File: config.mk
export PLATFORM = sky130hd
export DESIGN_NAME = ffha_controller
export DESIGN_NICKNAME = d
export VERILOG_FILES = /design/src/first_fit_heap_allocator_macros.svh /design/src/ffha_pkg.sv /design/src/ffha_controller.sv
export SDC_FILE = /design/constraint.sdc
export NUM_CORES = 1
export LEC_CHECK = 0
export BUFFER_PORTS_ARGS = -buffer_cell sky130_fd_sc_hd__buf_4
export CAP_MARGIN = 40
export CORE_AREA = 5 5 42 44
export DETAILED_ROUTE_END_ITERATION = 6
export DIE_AREA = 0 0 47 49
export PLACE_DENSITY = 0.72
export SLEW_MARGIN = 40
export SYNTH_ARGS = -nofsm -noshare
export SYNTH_HDL_FRONTEND = slang
export SYNTH_SLANG_ARGS = --single-unit
File: constraint.sdc
create_clock -name clk -period 2.8 [get_ports clk]
set_input_delay 0.14 -clock clk [delete_from_list [all_inputs] [get_ports clk]]
set_output_delay 0.14 -clock clk [all_outputs]
set_load 0.005 [all_outputs]
File: src/first_fit_heap_allocator_macros.svh
// Assertion macros of the allocator top level.
`ifndef FIRST_FIT_HEAP_ALLOCATOR_MACROS_SVH
`define FIRST_FIT_HEAP_ALLOCATOR_MACROS_SVH
// Same-cycle implication, checked outside reset.
`define FFHA_ASSERT_NOW(label, ante, cons, msg) \
  label: assert property (@(posedge clk) disable iff (rst) (ante) |-> (cons)) else $error(msg);
// Next-cycle implication, checked outside reset.
`define FFHA_ASSERT_NEXT(label, ante, cons, msg) \
  label: assert property (@(posedge clk) disable iff (rst) (ante) |=> (cons)) else $error(msg);
`endif

File: src/ffha_pkg.sv
// Package with shared types and constants of the first-fit heap allocator.
package ffha_pkg;
  localparam int REQ_W = 13;
  localparam int OFF_W = 12;
  localparam int MINCAP_W = 13;
  localparam logic [MINCAP_W-1:0] MIN_CAP_RESET = 13'd24;

  localparam logic [1:0] RES_ZERO  = 2'd0;
  localparam logic [1:0] RES_ALLOC = 2'd1;
  localparam logic [1:0] RES_FAIL  = 2'd2;

  typedef struct packed {
    logic       wr_init;
    logic       ld_in;
    logic       rd_h;
    logic       ld_h;
    logic       rd_nx;
    logic       merge;
    logic       wr_h;
    logic       wr_tail;
    logic       adv;
    logic       res_set;
    logic [1:0] res_code;
    logic       out_ld;
  } cmd_t;

  typedef struct packed {
    logic in_op;
    logic in_free_ok;
    logic op_free;
    logic rd_valid;
    logic rd_free;
    logic hfree;
    logic nx_in;
    logic fits;
    logic split_ok;
    logic out_space;
  } sts_t;
endpackage

File: src/ffha_controller.sv
// Controller state machine that sequences the header walk of the allocator.
module ffha_controller (
  input  logic           clk,
  input  logic           rst,
  input  logic           in_valid,
  output logic           in_stall,
  input  ffha_pkg::sts_t sts,
  output ffha_pkg::cmd_t cmd
);
  import ffha_pkg::*;

  localparam logic [3:0] S_INIT  = 4'd0;
  localparam logic [3:0] S_IDLE  = 4'd1;
  localparam logic [3:0] S_RDH   = 4'd2;
  localparam logic [3:0] S_GOTH  = 4'd3;
  localparam logic [3:0] S_MRG   = 4'd4;
  localparam logic [3:0] S_MCHK  = 4'd5;
  localparam logic [3:0] S_TEST  = 4'd6;
  localparam logic [3:0] S_SPLIT = 4'd7;
  localparam logic [3:0] S_RES   = 4'd8;

  logic [3:0] state;
  logic [3:0] state_next;

  assign in_stall = (state != S_IDLE);

  always_comb begin
    cmd = '0;
    state_next = state;
    unique case (state)
      S_INIT: begin
        cmd.wr_init = 1'b1;
        state_next = S_IDLE;
      end
      S_IDLE: begin
        if (in_valid) begin
          cmd.ld_in = 1'b1;
          if (!sts.in_op || sts.in_free_ok) begin
            state_next = S_RDH;
          end else begin
            cmd.res_set = 1'b1;
            cmd.res_code = RES_ZERO;
            state_next = S_RES;
          end
        end
      end
      S_RDH: begin
        cmd.rd_h = 1'b1;
        state_next = S_GOTH;
      end
      S_GOTH: begin
        if (!sts.rd_valid) begin
          cmd.res_set = 1'b1;
          cmd.res_code = RES_ZERO;
          state_next = S_RES;
        end else begin
          cmd.ld_h = 1'b1;
          state_next = S_MRG;
        end
      end
      S_MRG: begin
        if (sts.hfree && sts.nx_in) begin
          cmd.rd_nx = 1'b1;
          state_next = S_MCHK;
        end else begin
          state_next = S_TEST;
        end
      end
      S_MCHK: begin
        if (sts.rd_valid && sts.rd_free) begin
          cmd.merge = 1'b1;
          state_next = S_MRG;
        end else begin
          state_next = S_TEST;
        end
      end
      S_TEST: begin
        cmd.wr_h = 1'b1;
        cmd.res_set = 1'b1;
        if (sts.op_free) begin
          cmd.res_code = RES_ZERO;
          state_next = S_RES;
        end else if (sts.fits) begin
          cmd.res_code = RES_ALLOC;
          state_next = sts.split_ok ? S_SPLIT : S_RES;
        end else if (sts.nx_in) begin
          cmd.res_set = 1'b0;
          cmd.adv = 1'b1;
          state_next = S_RDH;
        end else begin
          cmd.res_code = RES_FAIL;
          state_next = S_RES;
        end
      end
      S_SPLIT: begin
        cmd.wr_tail = 1'b1;
        state_next = S_RES;
      end
      S_RES: begin
        if (sts.out_space) begin
          cmd.out_ld = 1'b1;
          state_next = S_IDLE;
        end
      end
      default: begin
        state_next = S_IDLE;
      end
    endcase
  end

  always_ff @(posedge clk) begin
    if (rst) begin
      state <= S_INIT;
    end else begin
      state <= state_next;
    end
  end
endmodule

==> impl_metrics.py, run 1 <==
metrics = {
    "finish": {
        "top_regs": "state x4",
        "area_growth_pct": 49.1,
        "drive_above_1_share_pct": 39.8,
        "top_register": "state",
        "num_antenna_cells": 0,
        "fin_nets": 103,
        "largest_reg_flops": 4,
        "final_area_sq_um": 653,
    },
    "critical_path": {
        "cp_slowest_cell": "dfxtp_1",
        "r2r_end": "state[2]$_SDFFE_PP0P_",
        "path_cells": "nand2_2, or4_4, nor3_1, buf_4",
        "crit_type": "reg2out",
        "r2r_cells": 4,
        "critPathLaunch": "state[2]$_SDFFE_PP0P_",
        "slowest_delay_ps": 570,
        "cp_data_required_time_ps": 2660,
        "cp_data_arrival_time_ps": 1680,
        "r2r-start": "state[2]$_SDFFE_PP0P_",
        "worst-path-max-fanout": 13,
        "rrSetupSlack_ps": 1280,
        "path_delay_family": "simple AND/OR/NAND/NOR gates",
        "cp-end-kind": "primary output",
        "path_buf_inv": 1,
        "start_kind": "flip-flop",
    },
    "die": {
        "die_w_um": 47,
        "core_region_area_sq_mm": 0.00140,
        "die_area_sq_mm": 0.00230,
        "rows": 14,
        "initial_core_util_pct": 31.3,
        "io_pins": 27,
        "fp.dieH_um": 49,
    },
    "clock_tree": {
        "cts_buffers": 3,
        "root_buffer": "clkbuf_4",
        "tritoncts": "built",
        "cts_setup_buffers": 0,
        "worstSkewPairLatency_ps": 230,
        "htreeDepth": 1,
        "clk_pin_slew_ps": 40,
        "cts.sinks": 4,
        "cts_resized": 0,
        "holdBufCountCts": 0,
        "cts_max_path_buffers": 2,
    },
    "placed_design": {
        "placed_cell_area_sq_um": 631,
        "routabilityCongestion": 0.802,
        "hpwl_um": 1030,
        "portBuffers": 26,
        "dp_slack_ps": 1240,
    },
    "drt": {
        "vias": 574,
        "wire_per_inst_um": 12.3,
        "routed_wl_um": 1280,
        "post_drt_via_cell_ratio": 5.52,
        "drc": 0,
        "top_layer": "met4",
        "drt_iter0_drc": 11,
        "postRouteAntennaNets": 0,
        "wl_met1_um": 528,
        "dr.pass1.iters": 4,
        "route.met2.wl_um": 596,
        "routed-wl-met3_um": 137,
    },
    "pwr": {
        "peakVddDrop_mv": 0.170,
        "p_sw_share_pct": 28.0,
        "clockPowerShare_pct": 38.2,
        "p_int_mw": 0.135,
        "power_density_mw_per_mm2": 286,
        "seq_power_share_pct": 35.2,
        "power.leakage_nw": 0.298,
        "p_comb_share_pct": 26.6,
        "p_switching_mw": 0.0524,
    },
    "sta": {
        "period_share_pct": 65.1,
        "finalSetupViolCount": 0,
        "setup_ws_ps": 976,
        "worst_slew_pin_slew_ps": 432,
        "post-route-min-period_ps": 1820,
        "slew_headroom_pct": 71.1,
        "skew_ps": 1.59,
        "final.setup.tns_ps": 0,
        "rsz0062_at_grt": "false",
        "hold_ws_ps": 73.3,
        "hold_viol": 0,
        "drv_slew": 0,
        "timing.fmax_mhz": 548,
    },
    "synthesis": {
        "yosysSeqAreaShare_pct": 18.3,
        "synth_commonest_cells": "nand2_1 (5), nor2_1 (5)",
        "syn_area_per_cell_sq_um": 6.95,
        "syn_nets": 76,
        "ys_ff_latch": 4,
        "synth_edf_count": 0,
        "synth_cell_type_count": 34,
        "synthCells": 63,
        "yosysWarnings": 0,
        "yosys-top-cells-area": "dfxtp_1 (18%), nand2b_1 (5.7%), nand3_1 (4.6%), nand2_1 (4.3%), nor2_1 (4.3%)",
        "synth_top_area_share_pct": 18.3,
        "ys.flop_type": "dfxtp_1",
        "yosys.area.top_type": "dfxtp_1",
        "synthArstFlopShare_pct": 0,
        "syn-cell-area_sq_um": 438,
    },
    "job": {
        "cap_viol_max_count": 0,
    },
    "hold_path": {
        "hold_start": "rst",
        "hold_path.class": "in2reg",
        "hold-path-cell-count": 2,
        "min_to": "state[0]$_SDFFE_PP0P_",
    },
    "grt": {
        "first_global_vias": 551,
        "overflow": 0,
        "grt_pass1_wl_um": 2170,
        "grt_start_max_net_pins": 15,
        "track_usage_pct": 12.4,
        "antenna_found_initial": 0,
    },
    "outcome": {
        "status": "finished, final reports clean",
    },
}
worst max path at each step:
stage / to / slack [ps] / depth (start not counted)
final: cmd[2] / 980 / 4
after global routing: cmd[2] / 820 / 4
after CTS: cmd[2] / 980 / 4
after detailed placement: cmd[2] / 1240 / 4
after global placement: cmd[2] / 1240 / 4
after floorplan: cmd[3] / 1550 / 4
metal layers:
metal	vias up	track usage [%]
li1	281	-
met1	263	16.2
met2	28	17.2
met3	2	6.27
met4	0	4.61
met5	-	0
cells by family after synthesis:
kind of cell    share of synthesized area [%]
simple gates                             48.3
flops                                    18.3
compound gates                           24.0
buf+inv                                  9.43
power groups by stage:
stage / Clock, mW / Sequential [mW] / Combinational (mW)
finish: 0.0714 / 0.0659 / 0.0498
global route: 0.0798 / 0.0665 / 0.0565
CTS: 0.0744 / 0.0657 / 0.0501
detailed placement: 0 / 0.0666 / 0.0497
global placement: 0 / 0.0663 / 0.0490
floorplan: 0 / 0.0614 / 0.0283
cells in the final DEF, fill, tap and decap left out:
cell type,instances
o32ai_1,1
nor4_2,1
and3_1,1
o21ai_1,1
a21oi_1,1
a211oi_1,1
and2_1,2
nor2_2,2
o31a_1,2
nand2_2,1
a32o_1,1
dfxtp_1,4
nor2b_1,1
or4_4,1
and4_1,1
o21a_1,1
nor4bb_1,1
inv_1,4
nand2_1,5
a311oi_1,1
nor4_1,2
nand3b_1,2
nand3_1,4
nor2_1,5
a22o_1,1
buf_4,26
o22ai_1,1
nand2b_1,4
nor3_1,3
a21o_1,1
clkbuf_4,3
o211ai_1,1
inv_2,1
o21ai_0,1
worst register-to-register path, cell delays in order, from the launching register on:
cell and delay [ps]:
dfxtp_1 570, nand2_2 130, or4_4 450, o22ai_1 180
and2_1 130
metrics by stage:
| stage | power (mW) | cells | utilization [%] |
|---|---|---|---|
| after global placement | 0.115 | 101 | 45.0 |
| after global routing | 0.203 | 104 | 46.6 |
| final | 0.187 | 104 | 46.6 |
| after floorplan | 0.0897 | 63 | - |
| after CTS | 0.190 | 104 | 46.6 |
| after detailed placement | 0.116 | 101 | 45.0 |
layout make-up:
| cell class | instances | area [sq um] |
|---|---|---|
| fillers | 149 | 748 |
| multi-input cells | 50 | 317 |
| repair buffers | 26 | 195 |
| flip-flops and latches | 4 | 80.1 |
| clock buffers | 3 | 22.5 |
| well taps | 16 | 20.0 |
| inverters | 5 | 18.8 |
(Power assumes the default switching activity.)
==> inputs of run 2 (changes only) <==
Clock period 2.8 ns to 1.7 ns, I/O delays scaled along.
==> run 2 against run 1 <==
  * Total power up 66%
  * Utilization up 0.54 points
  * First-iteration DRC count unchanged
  * Via count down 3.3%
  * Routed wire length up 4.5%
  * Register-to-register slack worse by 900 ps
  * Sequential power up 62%
  * Largest cell class unchanged
==> impl_metrics.py, run 2 (synthesis results as in run 1) <==
metrics = {
    "sta": {
        "worst_slew_pin_slew_ps": 339,
        "period_share_pct": 93.5,
        "post-route-min-period_ps": 1590,
        "hold_ws_ps": 7.84,
        "slew_headroom_pct": 77.1,
        "final.setup.tns_ps": 0,
        "setup_ws_ps": 110,
        "rsz0062_at_grt": "false",
        "timing.fmax_mhz": 629,
        "hold_viol": 0,
        "skew_ps": 3.28,
        "drv_slew": 0,
        "finalSetupViolCount": 0,
    },
    "drt": {
        "drt_iter0_drc": 11,
        "vias": 555,
        "post_drt_via_cell_ratio": 5.34,
        "postRouteAntennaNets": 0,
        "wire_per_inst_um": 12.8,
        "routed_wl_um": 1340,
        "drc": 0,
        "dr.pass1.iters": 4,
    },
    "finish": {
        "final_area_sq_um": 661,
        "area_growth_pct": 50.9,
        "num_antenna_cells": 0,
        "fin_nets": 103,
        "ff_latch_area_sq_um": 87.6,
        "top_register": "state",
        "final_common_cell": "buf_4",
        "largest_reg_flops": 4,
        "multiInputGateArea_sq_um": 317,
        "final_cell_mix": "buf_4 (26), nor2_1 (5), nand2_1 (5)",
        "fillers": 156,
        "top_regs": "state x4",
        "drive_above_1_share_pct": 44.3,
    },
    "grt": {
        "first_global_vias": 550,
        "antenna_found_initial": 0,
        "grt_pass1_wl_um": 2160,
        "track_usage_pct": 12.4,
        "overflow": 0,
        "grt_start_max_net_pins": 15,
    },
    "clock_tree": {
        "cts_max_path_buffers": 2,
        "root_buffer": "clkbuf_4",
        "clk_pin_slew_ps": 40,
        "tritoncts": "built",
        "worstSkewPairLatency_ps": 240,
        "cts_buffers": 3,
        "cts_setup_buffers": 0,
        "htreeDepth": 1,
        "cts.sinks": 4,
        "holdBufCountCts": 0,
    },
    "placed_design": {
        "routabilityCongestion": 0.824,
        "placed_cell_area_sq_um": 631,
        "dp_slack_ps": 190,
        "portBuffers": 26,
        "hpwl_um": 1060,
    },
    "pwr": {
        "total_power_mw": 0.311,
        "power.leakage_nw": 0.300,
        "peakVddDrop_mv": 0.281,
        "power_density_mw_per_mm2": 471,
    },
    "critical_path": {
        "cp-end-kind": "primary output",
        "crit_type": "reg2out",
        "cp_data_required_time_ps": 1620,
        "cp_data_arrival_time_ps": 1510,
        "start_kind": "flip-flop",
        "worst-path-max-fanout": 14,
    },
    "die": {
        "core_region_area_sq_mm": 0.00140,
        "io_pins": 27,
        "initial_core_util_pct": 31.3,
        "rows": 14,
        "die_w_um": 47,
        "fp.dieH_um": 49,
        "die_area_sq_mm": 0.00230,
    },
    "outcome": {
        "status": "finished, final reports clean",
    },
    "hold_path": {
        "hold_path.class": "in2reg",
    },
    "job": {
        "cap_viol_max_count": 0,
    },
}
==> run 2: changes by cell type in the layout (fill, tap and decap cells not counted) <==
cell	change
dfxtp_4	+1
dfxtp_1	-4
dfxtp_2	+3
==> run 2: cell type report <==
type / count / area share, %
Clock buffer: 3 / 3.41
Inverter: 5 / 2.84
Multi-Input combinational cell: 50 / 47.9
Sequential cell: 4 / 13.3
Tap cell: 16 / 3.03
Timing Repair Buffer: 26 / 29.5
==> run 2: where the power goes <==
part / total (mW) / internal (mW) / leakage, nW / switching, mW
clock network: 0.121 / 0.0792 / 0.0138 / 0.0419
logic: 0.0824 / 0.0453 / 0.251 / 0.0371
registers: 0.107 / 0.0968 / 0.0346 / 0.0106
==> run 2: worst max-delay path: stages (launching register included) <==
cell     delay [ps]
dfxtp_2         380
or4_4           580
nor3_1          170
buf_4           140
==> run 2: stage by stage <==
step | util, % | instances
floorplan | - | 63
global placement | 45.0 | 101
detailed placement | 45.0 | 101
CTS | 46.8 | 104
global route | 47.1 | 104
finish | 47.1 | 104
==> run 2: layer usage <==
layer  up-vias  GRT usage [%]  part of all wire [%]
met5         -              0                     0
met4         0           3.23                     0
met3         0           6.64                   9.1
met2        28           18.1                    49
met1       247           15.8                    42
li1        280              -                     -
==> run 2: final timing paths <==
kind | startpoint | slack (ps) | endpoint | depth (start not counted)
max | state[3]$_SDFFE_PP0P_ | 110 | cmd[2] | 3
min | rst | 8 | state[0]$_SDFFE_PP0P_ | 2
max reg2reg | state[3]$_SDFFE_PP0P_ | 380 | state[2]$_SDFFE_PP0P_ | 3
min reg2reg | state[1]$_SDFFE_PP0P_ | 560 | state[0]$_SDFFE_PP0P_ | 2
==> run 2: timing repair <==
action,in CTS,in global routing
gates cloned,0,0
setup endpoints to repair,3,2
gates resized for setup,2,3
==> inputs of run 3 (changes only) <==
Settings changed: CELL_PAD_IN_SITES_DETAIL_PLACEMENT set to 0, CELL_PAD_IN_SITES_GLOBAL_PLACEMENT set to 1, CORE_AREA 5 5 42 44 to not set, CORE_MARGIN set to 5, CORE_UTILIZATION set to 26, DIE_AREA 0 0 47 49 to not set, PLACE_DENSITY 0.72 to 0.82.
Clock period 1.7 ns to 1.55 ns, I/O delays scaled along.
==> run 3 against run 2 <==
  * Setup slack got worse by 40 ps
  * Sequential power increased by 4%
  * Combinational power increased by 27%
  * Final cell count increased by 4.8%
  * Flip-flop and latch count unchanged
  * Die area increased by 13%
  * First-iteration DRC count increased by 27%
  * Global-route usage decreased by 1.7 points
  * Clock skew decreased by 2.2 ps
  * Hold slack improved by 220 ps
  * Sequential share of layout area decreased by 1.2 points
  * Routed wire length increased by 8.1%
  * Highest routed layer unchanged
==> impl_metrics.py, run 3 (synthesis results as in run 1) <==
metrics = {
    "pwr": {
        "p_comb_share_pct": 30.4,
        "p_int_mw": 0.247,
        "seq_power_share_pct": 32.0,
        "power.leakage_nw": 0.326,
        "peakVddDrop_mv": 0.339,
        "clockPowerShare_pct": 37.6,
        "p_sw_share_pct": 28.3,
        "power_density_mw_per_mm2": 488,
        "p_switching_mw": 0.0978,
    },
    "sta": {
        "hold_viol": 0,
        "timing.fmax_mhz": 676,
        "skew_ps": 1.05,
        "post-route-min-period_ps": 1480,
        "drv_slew": 0,
        "setup_ws_ps": 69.9,
        "final.setup.tns_ps": 0,
        "period_share_pct": 95.5,
        "slew_headroom_pct": 75.8,
        "finalSetupViolCount": 0,
        "worst_slew_pin_slew_ps": 358,
    },
    "clock_tree": {
        "tritoncts": "built",
        "htreeDepth": 1,
        "root_buffer": "clkbuf_4",
        "cts_max_path_buffers": 2,
        "cts_buffers": 3,
        "cts.sinks": 4,
        "clk_pin_slew_ps": 40,
        "worstSkewPairLatency_ps": 230,
    },
    "finish": {
        "top_register": "state",
        "drive_above_1_share_pct": 45.2,
        "final_common_cell": "buf_4",
        "fin_nets": 108,
        "area_growth_pct": 61.7,
        "final_area_sq_um": 708,
        "num_antenna_cells": 0,
        "top_regs": "state x4",
        "largest_reg_flops": 4,
        "final_cell_mix": "buf_4 (30), nor2_1 (5), nand2_1 (5)",
    },
    "critical_path": {
        "r2r_cells": 4,
        "cp_slowest_cell": "or4_4",
        "cp_data_required_time_ps": 1470,
        "path_cells": "nand2_2, or4_4, nor3_2, buf_4",
        "critPathLaunch": "state[1]$_SDFFE_PP0P_",
        "endpoint": "cmd[2]",
        "slowest_delay_ps": 470,
        "crit_type": "reg2out",
        "r2r-start": "state[1]$_SDFFE_PP0P_",
        "r2r_end": "state[2]$_SDFFE_PP0P_",
        "cp-end-kind": "primary output",
        "cp_data_arrival_time_ps": 1400,
        "start_kind": "flip-flop",
        "rrSetupSlack_ps": 240,
        "worst-path-max-fanout": 9,
    },
    "die": {
        "die_w_um": 51.0,
        "initial_core_util_pct": 28.1,
        "io_pins": 27,
        "fp.dieH_um": 51.0,
        "rows": 14,
        "die_area_sq_mm": 0.00261,
        "core_region_area_sq_mm": 0.00156,
    },
    "drt": {
        "vias": 560,
        "drt_iter0_drc": 14,
        "top_layer": "met3",
        "postRouteAntennaNets": 0,
        "routed-wl-met3_um": 112,
        "routed_wl_um": 1440,
        "route.met2.wl_um": 674,
        "drc": 0,
        "post_drt_via_cell_ratio": 5.14,
        "wl_met1_um": 656,
        "wire_per_inst_um": 13.2,
        "dr.pass1.iters": 4,
    },
    "hold_path": {
        "hold_path.class": "in2reg",
    },
    "grt": {
        "overflow": 0,
        "first_global_vias": 503,
        "grt_start_max_net_pins": 13,
        "track_usage_pct": 10.7,
        "grt_pass1_wl_um": 2170,
        "antenna_found_initial": 0,
    },
    "placed_design": {
        "portBuffers": 26,
        "hpwl_um": 1130,
        "placed_cell_area_sq_um": 661,
        "dp_slack_ps": 142,
        "routabilityCongestion": 0.760,
    },
    "outcome": {
        "status": "finished, final reports clean",
    },
    "job": {
        "cap_viol_max_count": 0,
    },
}
run 3: worst min-delay path by stage:
| stage | from | end | cells past startpoint |
|---|---|---|---|
| 6_report | sts[0] | state[0]$_SDFFE_PP0P_ | 3 |
| 3_5_place_dp | rst | state[0]$_SDFFE_PP0P_ | 2 |
| 4_1_cts | sts[0] | state[0]$_SDFFE_PP0P_ | 3 |
| 5_1_grt | sts[0] | state[0]$_SDFFE_PP0P_ | 3 |
| 2_1_floorplan | rst | state[0]$_SDFFE_PP0P_ | 1 |
| 3_3_place_gp | rst | state[0]$_SDFFE_PP0P_ | 2 |
run 3: through the flow:
stage                     hold slack [ps]  std cells  power (mW)  util (%)
after global placement                250        105       0.215      42.4
after global routing                  220        109       0.371      45.4
after CTS                             212        109       0.351      44.5
after detailed placement              249        105       0.214      42.4
final                                 224        109       0.345      45.4
after floorplan                       150         63       0.162         -
run 3: repair_timing:
action / CTS / global route
buffers inserted: 0 / 0
pin swaps: 0 / 0
resized for setup: 1 / 4
hold endpoints to repair: 1 / 0
hold buffers: 1 / 0
setup endpoints to repair: 3 / 2
run 3: final cells by class:
type / instances / area [sq um]
fillers: 168 / 851
multi-input cells: 50 / 327
repair buffers: 31 / 235
flip-flops and latches: 4 / 85.1
clock buffers: 3 / 22.5
well taps: 16 / 20.0
inverters: 5 / 18.8
run 3: worst max-delay path: cells and delay by family, from the launching register on:
kind | cells | cell delay (ps)
simple gates | 3 | 660
buf+inv | 1 | 130
flops | 1 | 390
run 3: power groups by stage:
stage	clock network, mW	registers [mW]	logic [mW]
global route	0.144	0.111	0.115
global placement	0	0.113	0.102
detailed placement	0	0.113	0.101
finish	0.130	0.111	0.105
floorplan	0	0.111	0.0511
CTS	0.136	0.112	0.104
run 3: per-layer routing:
layer,track usage [%],vias up
met1,13.6,245
met3,4.65,0
li1,-,291
met5,0,-
met4,2.69,0
met2,16.5,24
